## src/hdl/ckx_pkg.sv

```systemverilog
package ckx_pkg;

    localparam int WORD_W  = 62;
    localparam int FLANK_W = 3;
    localparam int POS_W   = 12;
    localparam int COUNT_W = 13;
    localparam int KLEN_W  = 5;
    localparam int SHAMT_W = 6;

    localparam logic [KLEN_W-1:0]  MAX_K      = 5'd31;
    localparam logic [KLEN_W-1:0]  KLEN_RESET = 5'd31;
    localparam logic [FLANK_W-1:0] NONE_BASE  = 3'd4;
    localparam logic [COUNT_W-1:0] COUNT_MAX  = 13'h1FFF;

    typedef struct packed {
        logic [WORD_W-1:0]  fwd;
        logic [WORD_W-1:0]  rc;
        logic [FLANK_W-1:0] prev;
        logic [FLANK_W-1:0] next;
        logic [POS_W-1:0]   pos;
        logic               last;
    } t_kreq;

    typedef struct packed {
        logic  valid0;
        logic  valid1;
        t_kreq req0;
        t_kreq req1;
    } t_qwr;

endpackage

```

## src/hdl/canonical_kmer_extractor_top.sv

```systemverilog
// canonical k-mer extractor
// input: one 2-bit base per request on i_base, i_last_base marks the final base
// of a read; a request is taken at a clock edge with push high and full low.
// results: one canonical k-mer per request, oldest on the o_ ports while empty
// is low, taken at a clock edge with pop high and empty low.
// each k-mer leaves when the base after it arrives; at the last base of a read
// the final k-mer follows too, so one base can give two results.
// kmer_len is written through i_cfg_we / i_cfg_wdata; the user must do so only
// while the block is idle, as the block itself does not enforce this.
// throughput: one base per cycle while full is low; results leave one per cycle
// while pop is high. the queue is written at the edge that takes a base; the
// canonical compare then loads the output register once it is free or popped.
// a request queue of QUEUE_DEPTH entries sits between the rolling front and
// the compare stage; full rises when fewer than two entries are free.
// while pop is held low the output register and queue hold their contents and
// full eventually stops further bases; nothing is lost.
// synchronous reset clears the read state, empties the queue and sets
// kmer_len to 31; no clearing pass is needed.
module canonical_kmer_extractor_top #(
    parameter int QUEUE_DEPTH = 4
) (
    input  logic                        i_clk,
    input  logic                        i_rst_n,
    input  logic                        push,
    output logic                        full,
    input  logic [1:0]                  i_base,
    input  logic                        i_last_base,
    input  logic                        pop,
    output logic                        empty,
    output logic [ckx_pkg::WORD_W-1:0]  o_canonical_kmer,
    output logic [ckx_pkg::FLANK_W-1:0] o_prev_base,
    output logic [ckx_pkg::FLANK_W-1:0] o_next_base,
    output logic                        o_from_reverse,
    output logic [ckx_pkg::POS_W-1:0]   o_kmer_pos,
    output logic                        o_last_kmer,
    input  logic                        i_cfg_we,
    input  logic [ckx_pkg::KLEN_W-1:0]  i_cfg_wdata
);

    ckx_pkg::t_qwr  wr;
    ckx_pkg::t_kreq head;
    logic           q_empty;
    logic           take;

    ckx_front u_front (
        .i_clk       (i_clk),
        .i_rst_n     (i_rst_n),
        .i_push      (push),
        .i_full      (full),
        .i_base      (i_base),
        .i_last_base (i_last_base),
        .i_cfg_we    (i_cfg_we),
        .i_cfg_wdata (i_cfg_wdata),
        .o_wr        (wr)
    );

    ckx_queue #(
        .DEPTH (QUEUE_DEPTH)
    ) u_queue (
        .i_clk   (i_clk),
        .i_rst_n (i_rst_n),
        .i_wr    (wr),
        .i_pop   (take),
        .o_full  (full),
        .o_empty (q_empty),
        .o_head  (head)
    );

    ckx_back u_back (
        .i_clk            (i_clk),
        .i_rst_n          (i_rst_n),
        .i_head           (head),
        .i_head_valid     (!q_empty),
        .i_pop            (pop),
        .o_take           (take),
        .o_empty          (empty),
        .o_canonical_kmer (o_canonical_kmer),
        .o_prev_base      (o_prev_base),
        .o_next_base      (o_next_base),
        .o_from_reverse   (o_from_reverse),
        .o_kmer_pos       (o_kmer_pos),
        .o_last_kmer      (o_last_kmer)
    );

endmodule

```

## src/hdl/ckx_front.sv

```systemverilog
module ckx_front (
    input  logic                          i_clk,
    input  logic                          i_rst_n,
    input  logic                          i_push,
    input  logic                          i_full,
    input  logic [1:0]                    i_base,
    input  logic                          i_last_base,
    input  logic                          i_cfg_we,
    input  logic [ckx_pkg::KLEN_W-1:0]    i_cfg_wdata,
    output ckx_pkg::t_qwr                 o_wr
);

    logic [ckx_pkg::KLEN_W-1:0]  r_kmer_len;
    logic [ckx_pkg::WORD_W-1:0]  r_fwd, n_fwd;
    logic [ckx_pkg::WORD_W-1:0]  r_rc, n_rc;
    logic [ckx_pkg::COUNT_W-1:0] r_count, n_count;
    logic [ckx_pkg::FLANK_W-1:0] r_drop, n_drop;

    logic [ckx_pkg::KLEN_W-1:0]  k_eff;
    logic [ckx_pkg::SHAMT_W-1:0] top_shamt;
    logic [ckx_pkg::WORD_W-1:0]  mask, fw_m, rc_m, fw_new, rc_new, top_shift;
    logic [ckx_pkg::FLANK_W-1:0] drop_new;
    logic [ckx_pkg::COUNT_W-1:0] diff;
    logic                        have_kmer;
    logic                        accept;

    always_comb begin
        if (r_kmer_len == '0) begin
            k_eff = 5'd1;
        end else if (r_kmer_len > ckx_pkg::MAX_K) begin
            k_eff = ckx_pkg::MAX_K;
        end else begin
            k_eff = r_kmer_len;
        end
        top_shamt = {k_eff - 5'd1, 1'b0};
        mask      = ~({ckx_pkg::WORD_W{1'b1}} << {k_eff, 1'b0});
        fw_m      = r_fwd & mask;
        rc_m      = r_rc & mask;
        have_kmer = (r_count >= ckx_pkg::COUNT_W'(k_eff));
        top_shift = fw_m >> top_shamt;
        drop_new  = have_kmer ? {1'b0, top_shift[1:0]} : r_drop;
        fw_new    = ((fw_m << 2) | {{(ckx_pkg::WORD_W-2){1'b0}}, i_base}) & mask;
        rc_new    = ((rc_m >> 2)
                    | ({{(ckx_pkg::WORD_W-2){1'b0}}, i_base ^ 2'b10} << top_shamt)) & mask;
        diff      = r_count - ckx_pkg::COUNT_W'(k_eff);
        accept    = i_push && !i_full;
    end

    // pending k-mer closed by this base, then the final one at the end of a read
    always_comb begin
        o_wr.valid0    = accept && have_kmer;
        o_wr.valid1    = accept && have_kmer && i_last_base;
        o_wr.req0.fwd  = fw_m;
        o_wr.req0.rc   = rc_m;
        o_wr.req0.prev = r_drop;
        o_wr.req0.next = {1'b0, i_base};
        o_wr.req0.pos  = diff[ckx_pkg::POS_W-1:0];
        o_wr.req0.last = 1'b0;
        o_wr.req1.fwd  = fw_new;
        o_wr.req1.rc   = rc_new;
        o_wr.req1.prev = drop_new;
        o_wr.req1.next = ckx_pkg::NONE_BASE;
        o_wr.req1.pos  = diff[ckx_pkg::POS_W-1:0] + 12'd1;
        o_wr.req1.last = 1'b1;
    end

    always_comb begin
        n_fwd   = r_fwd;
        n_rc    = r_rc;
        n_count = r_count;
        n_drop  = r_drop;
        if (accept) begin
            if (i_last_base) begin
                n_fwd   = '0;
                n_rc    = '0;
                n_count = '0;
                n_drop  = ckx_pkg::NONE_BASE;
            end else begin
                n_fwd   = fw_new;
                n_rc    = rc_new;
                n_drop  = drop_new;
                n_count = (r_count == ckx_pkg::COUNT_MAX) ? r_count : r_count + 13'd1;
            end
        end
    end

    always_ff @(posedge i_clk) begin
        if (!i_rst_n) begin
            r_kmer_len <= ckx_pkg::KLEN_RESET;
            r_fwd      <= '0;
            r_rc       <= '0;
            r_count    <= '0;
            r_drop     <= ckx_pkg::NONE_BASE;
        end else begin
            if (i_cfg_we) begin
                r_kmer_len <= i_cfg_wdata;
            end
            r_fwd   <= n_fwd;
            r_rc    <= n_rc;
            r_count <= n_count;
            r_drop  <= n_drop;
        end
    end

endmodule

```

## src/hdl/ckx_queue.sv

```systemverilog
module ckx_queue #(
    parameter int DEPTH = 4
) (
    input  logic           i_clk,
    input  logic           i_rst_n,
    input  ckx_pkg::t_qwr  i_wr,
    input  logic           i_pop,
    output logic           o_full,
    output logic           o_empty,
    output ckx_pkg::t_kreq o_head
);

    localparam int PW = (DEPTH > 1) ? $clog2(DEPTH) : 1;
    localparam int CW = $clog2(DEPTH + 1);

    ckx_pkg::t_kreq r_mem [DEPTH];
    logic [PW-1:0]  r_wptr, n_wptr, r_rptr, n_rptr, wptr1;
    logic [CW-1:0]  r_count, n_count, wr_num;
    logic           rd;

    function automatic logic [PW-1:0] ptr_inc(input logic [PW-1:0] p);
        return (p == PW'(DEPTH - 1)) ? '0 : p + 1'b1;
    endfunction

    always_comb begin
        wptr1   = ptr_inc(r_wptr);
        wr_num  = CW'(i_wr.valid0) + CW'(i_wr.valid1);
        rd      = i_pop && !o_empty;
        n_count = r_count + wr_num - CW'(rd);
        n_rptr  = rd ? ptr_inc(r_rptr) : r_rptr;
        if (i_wr.valid0 && i_wr.valid1) begin
            n_wptr = ptr_inc(wptr1);
        end else if (i_wr.valid0 || i_wr.valid1) begin
            n_wptr = wptr1;
        end else begin
            n_wptr = r_wptr;
        end
    end

    // two free slots needed, as one base may close two k-mers
    assign o_full  = (r_count > CW'(DEPTH - 2));
    assign o_empty = (r_count == '0);
    assign o_head  = r_mem[r_rptr];

    always_ff @(posedge i_clk) begin
        if (i_wr.valid0) begin
            r_mem[r_wptr] <= i_wr.req0;
        end
        if (i_wr.valid1) begin
            r_mem[i_wr.valid0 ? wptr1 : r_wptr] <= i_wr.req1;
        end
    end

    always_ff @(posedge i_clk) begin
        if (!i_rst_n) begin
            r_wptr  <= '0;
            r_rptr  <= '0;
            r_count <= '0;
        end else begin
            r_wptr  <= n_wptr;
            r_rptr  <= n_rptr;
            r_count <= n_count;
        end
    end

    a_no_overflow: assert property (@(posedge i_clk) disable iff (!i_rst_n)
        r_count <= CW'(DEPTH))
        else $error("request queue overflow");

    a_write_room: assert property (@(posedge i_clk) disable iff (!i_rst_n)
        (i_wr.valid0 || i_wr.valid1) |-> !o_full)
        else $error("request written while queue full");

    a_pair_order: assert property (@(posedge i_clk) disable iff (!i_rst_n)
        i_wr.valid1 |-> i_wr.valid0)
        else $error("second request without first");

    a_empty_ptrs: assert property (@(posedge i_clk) disable iff (!i_rst_n)
        o_empty |-> (r_wptr == r_rptr))
        else $error("pointers disagree on empty queue");

endmodule

```

## src/hdl/ckx_back.sv

```systemverilog
module ckx_back (
    input  logic                           i_clk,
    input  logic                           i_rst_n,
    input  ckx_pkg::t_kreq                 i_head,
    input  logic                           i_head_valid,
    input  logic                           i_pop,
    output logic                           o_take,
    output logic                           o_empty,
    output logic [ckx_pkg::WORD_W-1:0]     o_canonical_kmer,
    output logic [ckx_pkg::FLANK_W-1:0]    o_prev_base,
    output logic [ckx_pkg::FLANK_W-1:0]    o_next_base,
    output logic                           o_from_reverse,
    output logic [ckx_pkg::POS_W-1:0]      o_kmer_pos,
    output logic                           o_last_kmer
);

    logic                        r_valid, n_valid;
    logic [ckx_pkg::WORD_W-1:0]  r_word, n_word;
    logic [ckx_pkg::FLANK_W-1:0] r_prev, n_prev, r_next, n_next;
    logic                        r_rev, n_rev, r_last, n_last;
    logic [ckx_pkg::POS_W-1:0]   r_pos, n_pos;
    logic                        fwd_lt;

    function automatic logic [ckx_pkg::FLANK_W-1:0] comp_flank(
        input logic [ckx_pkg::FLANK_W-1:0] b
    );
        return (b[2]) ? ckx_pkg::NONE_BASE : {1'b0, b[1:0] ^ 2'b10};
    endfunction

    always_comb begin
        o_take  = i_head_valid && (!r_valid || i_pop);
        fwd_lt  = (i_head.fwd < i_head.rc);
        n_valid = o_take ? 1'b1 : (i_pop ? 1'b0 : r_valid);
        // ties go to the reverse strand
        if (fwd_lt) begin
            n_word = i_head.fwd;
            n_prev = i_head.prev;
            n_next = i_head.next;
            n_rev  = 1'b0;
        end else begin
            n_word = i_head.rc;
            n_prev = comp_flank(i_head.next);
            n_next = comp_flank(i_head.prev);
            n_rev  = 1'b1;
        end
        n_pos  = i_head.pos;
        n_last = i_head.last;
    end

    always_ff @(posedge i_clk) begin
        if (!i_rst_n) begin
            r_valid <= 1'b0;
        end else begin
            r_valid <= n_valid;
        end
    end

    always_ff @(posedge i_clk) begin
        if (o_take) begin
            r_word <= n_word;
            r_prev <= n_prev;
            r_next <= n_next;
            r_rev  <= n_rev;
            r_pos  <= n_pos;
            r_last <= n_last;
        end
    end

    assign o_empty          = !r_valid;
    assign o_canonical_kmer = r_word;
    assign o_prev_base      = r_prev;
    assign o_next_base      = r_next;
    assign o_from_reverse   = r_rev;
    assign o_kmer_pos       = r_pos;
    assign o_last_kmer      = r_last;

endmodule
```

## config.mk

```make
export PLATFORM = sky130hd
export DESIGN_NAME = canonical_kmer_extractor_top
export DESIGN_NICKNAME = d
export VERILOG_FILES = /design/src/hdl/ckx_pkg.sv /design/src/hdl/canonical_kmer_extractor_top.sv /design/src/hdl/ckx_front.sv /design/src/hdl/ckx_queue.sv /design/src/hdl/ckx_back.sv
export SDC_FILE = /design/constraint.sdc
export NUM_CORES = 1
export LEC_CHECK = 0
export ABC_AREA = 1
export BUFFER_PORTS_ARGS = -buffer_cell sky130_fd_sc_hd__buf_2
export CAP_MARGIN = 15
export CORE_MARGIN = 2
export CORE_UTILIZATION = 45
export CTS_CLUSTER_DIAMETER = 80
export DETAILED_ROUTE_END_ITERATION = 6
export GPL_TIMING_DRIVEN = 0
export PLACE_DENSITY = 0.66
export SLEW_MARGIN = 20
export SYNTH_ARGS = -nofsm -noshare
export SYNTH_HDL_FRONTEND = slang
export SYNTH_SLANG_ARGS = --single-unit
```

## constraint.sdc

```tcl
create_clock -name i_clk -period 9.7 [get_ports i_clk]
set_clock_uncertainty 0.2 [all_clocks]
set_input_delay 1.94 -clock i_clk [delete_from_list [all_inputs] [get_ports i_clk]]
set_output_delay 1.94 -clock i_clk [all_outputs]
set_load 0.01 [all_outputs]
```

### Word-level counts from Yosys, hierarchy flattened

Memory sizes are Yosys's and may differ from the RTL's. A register that Yosys moved wholly into a read port is not among the register bits.
Cells that the tools add are included.

| word-level totals | value |
|---|---|
| memories kept | 1 |
| bits in registers | 235 |
| memory bits (writable) | 572 |
| word-level logic and storage cells | 92 |

| cells by class | value |
|---|---|
| $add $sub $neg | 10 |
| reduce and logical (&&, ||, !) cells | 16 |
| bitwise gates (word level) | 10 |
| muxes and demuxes | 28 |
| magnitude comparators | 4 |
| equal/unequal tests | 5 |
| shift-type cells | 3 |

Memory list:

| name | words | bits a word | read ports | clocked after memory_dff | write ports | RTL line | RTL |
|---|---|---|---|---|---|---|---|
| u_queue.r_mem | 4 | 143 | 1 | 1 | 2 | ckx_queue.sv:16 | `ckx_pkg::t_kreq r_mem [DEPTH];` |

Operators by type and width:

| cell | count |
|---|---|
| $and 62x62->62 | 4 |
| $mux 62 | 3 |
| $lt 62x62->1 | 1 |
| $not 62->62 | 1 |
| $or 60x62->62 | 1 |
| $or 62x2->62 | 1 |
| $shl 2x6->62 | 1 |
| $shl 62x6->62 const A | 1 |
| $shr 62x6->2 | 1 |
| $mux 13 | 2 |
| $mux 3 | 6 |
| $mux 2 | 8 |
| $add 13x1->13 const B | 1 |
| $eq 13x13->1 const B | 1 |
| $ge 13x5->1 | 1 |
| $add 12x1->12 const B | 1 |
| $sub 12x5->12 | 1 |
| $mux 5 | 2 |
| $mux 1 | 7 |
| $add 2x1->2 const B | 3 |
| $eq 2x2->1 const B | 3 |
| $logic_and 1x1->1 | 6 |
| $gt 5x5->1 const B | 1 |
| $logic_not 5->1 | 1 |
| 12 further kinds | 18 |

### Depth between registers and ports, before layout

Gate-level depths: netlist of run 1.

| depth | value |
|---|---|
| word-level depth | 9 |
| gate-level depth with buffers | 22 |

### By module

From an unflattened synthesis of run 1, not the netlist that was laid out.

| second synthesis, totals | value |
|---|---|
| cell total of the unflattened synthesis | 5509 |
| area total of the unflattened synthesis | 43999.7 sq um |

By module, submodules not included:

| module | area an instance (sq um) | seq. area each (sq um) | times used | cells an instance |
|---|---|---|---|---|
| ckx_queue | 29757.3 | 17356.6 | 1 | 3380 |
| ckx_front | 8998.6 | 2902.8 | 1 | 1514 |
| ckx_back | 5240.0 | 2482.4 | 1 | 614 |
| canonical_kmer_extractor_top | 3.8 | 0.0 | 1 | 1 |

### Worst setup path after synthesis of run 1

Ideal clock, no wire load.

| path | value |
|---|---|
| path kind | input to register |
| start | in pop |
| end | reg u_queue.r_count[2] |
| stages | 10 |
| path buffers | 0 |
| setup time | 128 ps |
| arrival | 7928 ps |
| setup slack | 1444 ps |
| path through | nor2_1 > a31oi_1 > ha_1 > inv_1 > ha_1 > inv_1 > fa_1 > xor2_1 > inv_1 > nor2_1 |

| on the way | value |
|---|---|
| cells in the longest elaborated chain, start to end | 4 |

Ends and longest elaborated chain:

| element | RTL line | RTL |
|---|---|---|
| start: declaration | canonical_kmer_extractor_top.sv:28 | `input logic pop,` |
| $logic_or 1x1->1 | ckx_back.sv:31 | `o_take = i_head_valid && (!r_valid \|\| i_pop);` |
| $logic_and 1x1->1 | ckx_back.sv:31 |  |
| via take | canonical_kmer_extractor_top.sv:43 | `logic take;` |
| $logic_and 1x1->1 | ckx_queue.sv:28 | `rd = i_pop && !o_empty;` |
| $sub 3x1->3 | ckx_queue.sv:29 | `n_count = r_count + wr_num - CW'(rd);` |
| end signal: assignment | ckx_queue.sv:62 | `r_count <= n_count;` |
| end: declaration | ckx_queue.sv:18 | `logic [CW-1:0] r_count, n_count, wr_num;` |

The timed path passes the listed nets, and every way through them passes these cells.
A chain may end at the register's enable or synchronous reset.

==> out/summary.txt, run 1 <==
Outcome: complete, no violations
DIE WIDTH: 300 µm
Count of cell types in the netlist: 50
FF-to-FF End: u_back.o_canonical_kmer[48]
Worst-path fanout max: 10
Clock buffer depth: 3
Rel. slew slack: 15.4%
Comb pwr share: 35.8%
CP arrival: 8.39 ns
P_leak: 15.4 nW
DR WL met3: 17200 µm
Core area: 86900 µm²
Most frequent cell after synthesis: nand2_1
First-pass GRT wire length: 210000 µm
Post-CTS Resized: 0
Area leader, netlist: edfxtp_1
Final hold slack: 0.256 ns
Crit. End Element: flip-flop
Number of synthesized flops with an enable pin: 638
Die area: 90100 µm²
Fin crit share: 83.4%
Worst hold endpoint: u_queue.r_mem[0][0]
Final nets: 4534
Vias per inst: 6.23
Vias in the first global route: 32800
Worst Hold Class: flip-flop to flip-flop
Switching Share: 38.6%
Min-Delay Path Depth: 2
Endpoints failing setup: 0
Final wirelength: 144000 µm
Proportion of power drawn by the clock network: 28.7%
RSZ-0062 raised after global routing: false
Num CTS Buffers: 87
Die H: 300 µm
Max Slew Vio Count: 0
Internal power: 7.14 mW
Yosys reg bits: 805
Hpwl dp: 103000 µm
Mean Syn Cell Area: 9.32 µm²
Top cells by area in the synthesized netlist: edfxtp_1 (49%), o22ai_1 (9.6%), nand2_1 (8.9%), dfxtp_1 (8.5%), nand3_1 (3.2%)
Clk slew on worst S/H paths: 0.06 ns
Psw: 4.48 mW
Top cells by count, synth: nand2_1 (932), edfxtp_1 (638), o22ai_1 (605), nor2_1 (303), inv_1 (266)
Min-delay src: u_queue.r_mem[0][0]
Max-Cap Viols: 0
Clock Tree Root: clkbuf_16
Final ANT Viol Nets: 0
Power per standard cell area: 260 nW/µm²
FF+latch area: 22500 µm²
Tot GR Track Use: 31.3%
Initial core utilization: 45.4%
Final hold viol count: 0
Sequential share of the synthesized area: 57.0%
Area taken by multi-input logic gates: 14600 µm²
Total power draw: 11.6 mW
Pin count of the biggest net entering global routing: 48
# hold bufs at CTS: 0
Min Tclk post-route: 8.09 ns
Fillcell total: 7961
H-tree levels: 3
IO buf count: 95
Startpoint types: flip-flop
Worst slew pin tran: 1.27 ns
Worst vdd ir: 0.197 mV
Wire length on met2: 64500 µm
Residual DRC count: 0
Clk sink count: 805
Synthesized area: 39500 µm²
Reg power frac: 35.6%
Setup CP Type: flip-flop to flip-flop
Std cell rows: 108
Cell depth of the worst flop-to-flop path: 20
Req. time, crit path: 10.00 ns
Highest routed metal layer: met5
IO Pins: 97
Worst skew pair latency: 0.67 ns
Synthesis-to-layout area growth: 13.3%
Postcts setup bufs: 0
GPL Wtd Cong: 0.986
Share of post-route cells with drive strength above 1: 9.31%
Routed wire length per instance: 25.5 µm
Predominant post-synthesis flop cell: edfxtp_1
Cells after synthesis: 4236
Max Clk Rate: 124 MHz
Pre-antenna DRT Iters: 6
DR iter-0 viols: 5066
Synth top area share: 48.5%
Register-to-register setup slack: 1.61 ns
Syn nets: 4331
Initial antenna violation count: 7
GRT overflow: 0
Wire length on met1: 55700 µm
Yosys warns: 0
Async set-reset flop share out of synthesis: 0%
Via count: 35300
CTS tree: built
-- cell families (layout without fill, tap and decap cells) --
family / Yosys count / after routing / share of synthesized area [%]
adder cells (fa/ha/maj): 82 / 82 / 2.64
XOR/XNOR: 15 / 15 / 0.399
other: 0 / 2 / 0
AND/OR/NAND/NOR: 1539 / 1539 / 15.9
AO/OA/AOI/OAI: 1195 / 1195 / 17.9
buffers and inverters: 600 / 877 / 6.21
flip-flops: 805 / 805 / 57.0
-- worst max-delay path, stage by stage, from the launching register on --
cell	delay [ns]
dfxtp_1	0.36
buf_2	0.49
clkbuf_1	0.56
clkbuf_1	0.94
clkbuf_1	0.57
nand2_1	0.11
a32oi_1	0.44
inv_1	0.09
ha_1	0.31
nand2_1	0.09
inv_1	0.10
nand3_1	0.07
nor3_1	0.46
nand2_1	0.37
nor3b_1	0.34
nand2_1	0.49
nand2_1	0.99
buf_2	0.47
buf_4	0.27
nand2_1	0.07
nand2_1	0.08
-- power groups by stage --
| stage | logic, mW | registers (mW) | clock network [mW] |
|---|---|---|---|
| after floorplan | 2.24 | 4.35 | 0 |
| after global placement | 3.91 | 4.28 | 0 |
| after detailed placement | 4.07 | 4.21 | 0 |
| after CTS | 4.09 | 4.14 | 3.32 |
| after global routing | 4.51 | 4.15 | 3.46 |
| final | 4.15 | 4.13 | 3.33 |
-- how the worst max path moves through the flow --
stage	from	end	slack, ns	cells past startpoint
after global routing	flip-flop	u_back.o_canonical_kmer[48]	1.46	20
after floorplan	pop	u_queue.r_count[2]	1.44	10
after CTS	flip-flop	u_back.o_canonical_kmer[48]	1.77	20
after global placement	pop	u_queue.r_count[2]	-2.41	11
final	flip-flop	u_back.o_canonical_kmer[48]	1.61	20
after detailed placement	flip-flop	u_back.o_canonical_kmer[48]	1.80	20
-- state kept, by name, indices dropped and copies added (netlist names), named ones only --
register / flops
u_back.r_valid: 1
u_queue.r_wptr: 2
u_front.r_count: 13
u_front.r_drop: 3
u_back.o_kmer_pos: 12
u_back.o_last_kmer: 1
u_queue.r_count: 3
u_front.r_fwd: 62
u_front.r_kmer_len: 5
u_back.o_next_base: 3
u_back.o_from_reverse: 1
u_queue.r_rptr: 2
u_back.o_canonical_kmer: 62
u_queue.r_mem: 568
u_front.r_rc: 62
u_back.o_prev_base: 3
-- final cells by class --
class,instances,area share [%]
clock inverter,43,0.775
antenna,2,0.0112
timing repair buffer,114,2.10
sequential,805,50.3
inverter,288,2.42
multi-input combinational,2831,32.6
clock buffer,120,5.51
tap,1155,3.23
buffer,312,3.08
-- metal layers --
| layer | vias to the layer above | global-route usage (%) |
|---|---|---|
| met3 | 371 | 6.78 |
| met2 | 2275 | 48.4 |
| li1 | 15800 | - |
| met1 | 16900 | 42.2 |
| met4 | 8 | 14.2 |
| met5 | - | 0 |
-- cells in the final DEF (no fill, tap or decap), drive strengths merged, types with 2 or more instances in the layout --
| cell type | n |
|---|---|
| nor2 | 310 |
| or2 | 3 |
| ha | 80 |
| a31oi | 3 |
| o2111ai | 2 |
| nand2 | 937 |
| o21ai | 261 |
| xnor2 | 5 |
| buf | 252 |
| diode | 2 |
| o21a | 5 |
| a211oi | 2 |
| a22oi | 10 |
| nor4 | 3 |
| clkinvlp | 7 |
| clkbuf | 294 |
| xor2 | 10 |
| bufinv | 4 |
| edfxtp | 638 |
| o22ai | 605 |
| clkinv | 29 |
| a32oi | 65 |
| o211ai | 5 |
| inv | 291 |
| nor3 | 13 |
| a21oi | 234 |
| dfxtp | 167 |
| fa | 2 |
| nand3 | 257 |
| nand4 | 13 |
-- per-stage QoR --
step                      worst slack (ns)  cells  area (µm²)  utilization [%]  TNS (ns)
final                                 1.61   5670       44700             51.5         0
after global routing                  1.46   5668       44700             51.5         0
after CTS                             1.77   5667       44700             51.5         0
after detailed placement              1.80   5504       41900             48.2         0
after global placement               -2.41   5486       41400             47.7   -268.13
after floorplan                       1.44   4236       39500                -         0
Power figures use the tool's default switching activity.
==> run 2, diff against run 1 <==
--- a/config.mk
+++ b/config.mk
@@ -13,7 +13,7 @@
 export CTS_CLUSTER_DIAMETER = 80
 export DETAILED_ROUTE_END_ITERATION = 6
 export GPL_TIMING_DRIVEN = 0
-export PLACE_DENSITY = 0.66
+export PLACE_DENSITY = 0.68
 export SLEW_MARGIN = 20
 export SYNTH_ARGS = -nofsm -noshare
 export SYNTH_HDL_FRONTEND = slang
==> constraint.sdc (replaced) <==
create_clock -name i_clk -period 6.7 [get_ports i_clk]
set_clock_uncertainty 0.2 [all_clocks]
set_input_delay 1.34 -clock i_clk [delete_from_list [all_inputs] [get_ports i_clk]]
set_output_delay 1.34 -clock i_clk [all_outputs]
set_load 0.01 [all_outputs]
==> run 2 against run 1 <==
The run now ends with DRC left. Global-route usage fell by 0.41 points. Count of clock-buffer cells in the layout shrank 3. Sequential cell count unchanged. Critical endpoint unchanged. Design area up 0.36%. Clock power up 49%. Non-clock buffer count stayed put. Wire length is 1.2% lower.
==> out/summary.txt, run 2 (synthesis results as in run 1) <==
Die H: 300 µm (unchanged)
Hpwl dp: 102000 µm (-1.3%)
Worst Hold Class: flip-flop to flip-flop
Worst slew pin tran: 1.24 ns (-0.0255 ns)
Core area: 86900 µm² (unchanged)
IO buf count: 95 (unchanged)
Min-delay src: u_queue.r_mem[2][0]
IO Pins: 97 (unchanged)
Initial core utilization: 45.4% (unchanged)
Clk sink count: 805 (unchanged)
Num CTS Buffers: 87 (unchanged)
Cell depth of the worst flop-to-flop path: 20 (unchanged)
FF-to-FF End: u_back.o_canonical_kmer[48]
Crit. End Element: flip-flop
Max incr delay on CP: 0.93 ns (-0.06 ns)
Worst skew pair latency: 0.66 ns (about the same)
Post-CTS Resized: 6 (+6)
Final nets: 4534 (unchanged)
Most frequent cells in the layout: nand2_1 (926), edfxtp_1 (638), o22ai_1 (605), nor2_1 (303), inv_1 (266)
Share of post-route cells with drive strength above 1: 9.51% (+0.20 points)
Rel. slew slack: 17.1% (+1.7 points)
Max-Cap Viols: 0 (unchanged)
Pre-antenna DRT Iters: 7 (+1)
Initial antenna violation count: 10 (+3)
Total power draw: 16.9 mW (+46%)
Fillcell total: 7854 (-1.3%)
GRT overflow: 0 (unchanged)
Max reg flops: 568 (unchanged)
Req. time, crit path: 7.01 ns (-2.99 ns)
Final ANT Viol Nets: 0 (unchanged)
P_leak: 15.5 nW (+0.63%)
RSZ-0062 raised after global routing: false
Routed wire length per instance: 25.1 µm (-1.4%)
Startpoint types: flip-flop
Power per standard cell area: 377 nW/µm² (+45%)
Min Tclk post-route: 6.64 ns (-1.45 ns)
Outcome: finished with violations
Tot GR Track Use: 30.9% (-0.41 points)
Clk slew on worst S/H paths: 0.06 ns (about the same)
Crit path buf inv count: 8 (unchanged)
Std cell rows: 108 (unchanged)
Vias per inst: 6.27 (+0.76%)
# hold bufs at CTS: 0 (unchanged)
Min-Delay Path Depth: 2 (unchanged)
CP dominant cell by count: nand2_1
Setup CP Type: flip-flop to flip-flop
First-pass GRT wire length: 209000 µm (-0.80%)
Worst vdd ir: 0.260 mV (+32%)
Worst path top cell family by delay: buffers and inverters
Synthesis-to-layout area growth: 13.7%
Pin count of the biggest net entering global routing: 48 (unchanged)
DR iter-0 viols: 5055 (-0.22%)
FF+latch area: 22500 µm² (unchanged)
Fin crit share: 99.1% (+16 points)
Slowest-stage cell, CP: clkbuf_1
H-tree levels: 3 (unchanged)
Postcts setup bufs: 0 (unchanged)
Area taken by multi-input logic gates: 14600 µm² (+0.15%)
Max Slew Vio Count: 0 (unchanged)
Crit path cell chain: inv_1 -> buf_2 -> clkbuf_1 -> clkbuf_1 -> nand2_1 -> a32oi_1 -> inv_1 -> ha_1 -> nand2_1 -> inv_1 -> nand3_1 -> nor3_2 -> nand2_1 -> nor3b_1 -> nand2_2 -> nand2_4 -> buf_2 -> buf_4 -> nand2_1 -> nand2_1
Max Clk Rate: 151 MHz (+22%)
Clock buffer depth: 3 (unchanged)
Largest Register: u_queue.r_mem
Clock Tree Root: clkbuf_16
Endpoints failing setup: 0 (unchanged)
Register-to-register setup slack: 0.06 ns (-1.55 ns)
GPL Wtd Cong: 0.998 (+1.2%)
Final core utilization: 51.7% (+0.18 points)
Die area: 90100 µm² (unchanged)
Most common cell after layout, fill and taps aside: nand2_1
CTS tree: built
Worst-path fanout max: 10 (unchanged)
Worst hold endpoint: u_queue.r_mem[2][0]
Vias in the first global route: 33100 (+0.91%)
Final hold slack: 0.255 ns (-0.000690 ns)
Setup_tns: 0 ns (unchanged)
Failing checks: DRC
Final hold viol count: 0 (unchanged)
Residual DRC count: 7 (+7)
Final wirelength: 143000 µm (-1.2%)
DIE WIDTH: 300 µm (unchanged)
Via count: 35600 (+0.92%)
CP arrival: 6.96 ns (-1.43 ns)
-- run 2: changes by cell type in the layout (fill, tap and decap cells not counted), sizes merged --
cell | before | now
inv | 291 | 290
bufinv | 4 | 7
clkinv | 29 | 31
clkbuf | 294 | 290
diode | 2 | 12
clkdlybuf4s15 | 0 | 1
clkinvlp | 7 | 5
-- run 2: final cells by class --
class / count / share of cell area [%]
multi-input cells: 2831 / 32.5
plain buffers: 312 / 3.10
flip-flops and latches: 805 / 50.1
repair buffers: 114 / 2.11
clock inverters: 45 / 0.931
well taps: 1155 / 3.22
inverters: 288 / 2.41
diodes: 12 / 0.0669
clock buffers: 117 / 5.54
-- run 2: metal layers --
metal	vias up	global-route usage [%]	routed length, µm
li1	15800	-	-
met2	2493	47.2	62800
met1	16900	41.1	54500
met5	-	0	42
met4	6	16.1	8150
met3	446	7.05	17100
-- run 2: worst max path at each step --
stage,to,slack [ns],cells past startpoint
3_5_place_dp,u_back.o_canonical_kmer[48],-1.21,20
6_report,u_back.o_canonical_kmer[48],0.06,20
3_3_place_gp,u_queue.r_mem[3][107],-3.61,16
4_1_cts,u_back.o_canonical_kmer[48],0.007,22
2_1_floorplan,u_queue.r_mem[0][100],0.52,19
5_1_grt,u_back.o_canonical_kmer[48],0.02,21
-- run 2: through the flow --
| step | worst slack [ns] | cells | area [µm²] |
|---|---|---|---|
| 3_3_place_gp | -3.61 | 5486 | 41400 |
| 2_1_floorplan | 0.520 | 4236 | 39500 |
| 5_1_grt | 0.0223 | 5667 | 44900 |
| 4_1_cts | 0.00667 | 5666 | 44800 |
| 3_5_place_dp | -1.21 | 5504 | 41900 |
| 6_report | 0.0573 | 5679 | 44900 |
-- run 2: tightest hold or removal path: cells and delay by family (launching register included) --
kind | cells | cell delay, ns
DFF | 1 | 0.31
and+or+nand+nor | 2 | 0.10
-- run 2: power by group --
group          switching [mW]  internal, mW
Clock                    2.09          2.88
Combinational            4.29          1.71
Sequential             0.0871          5.90
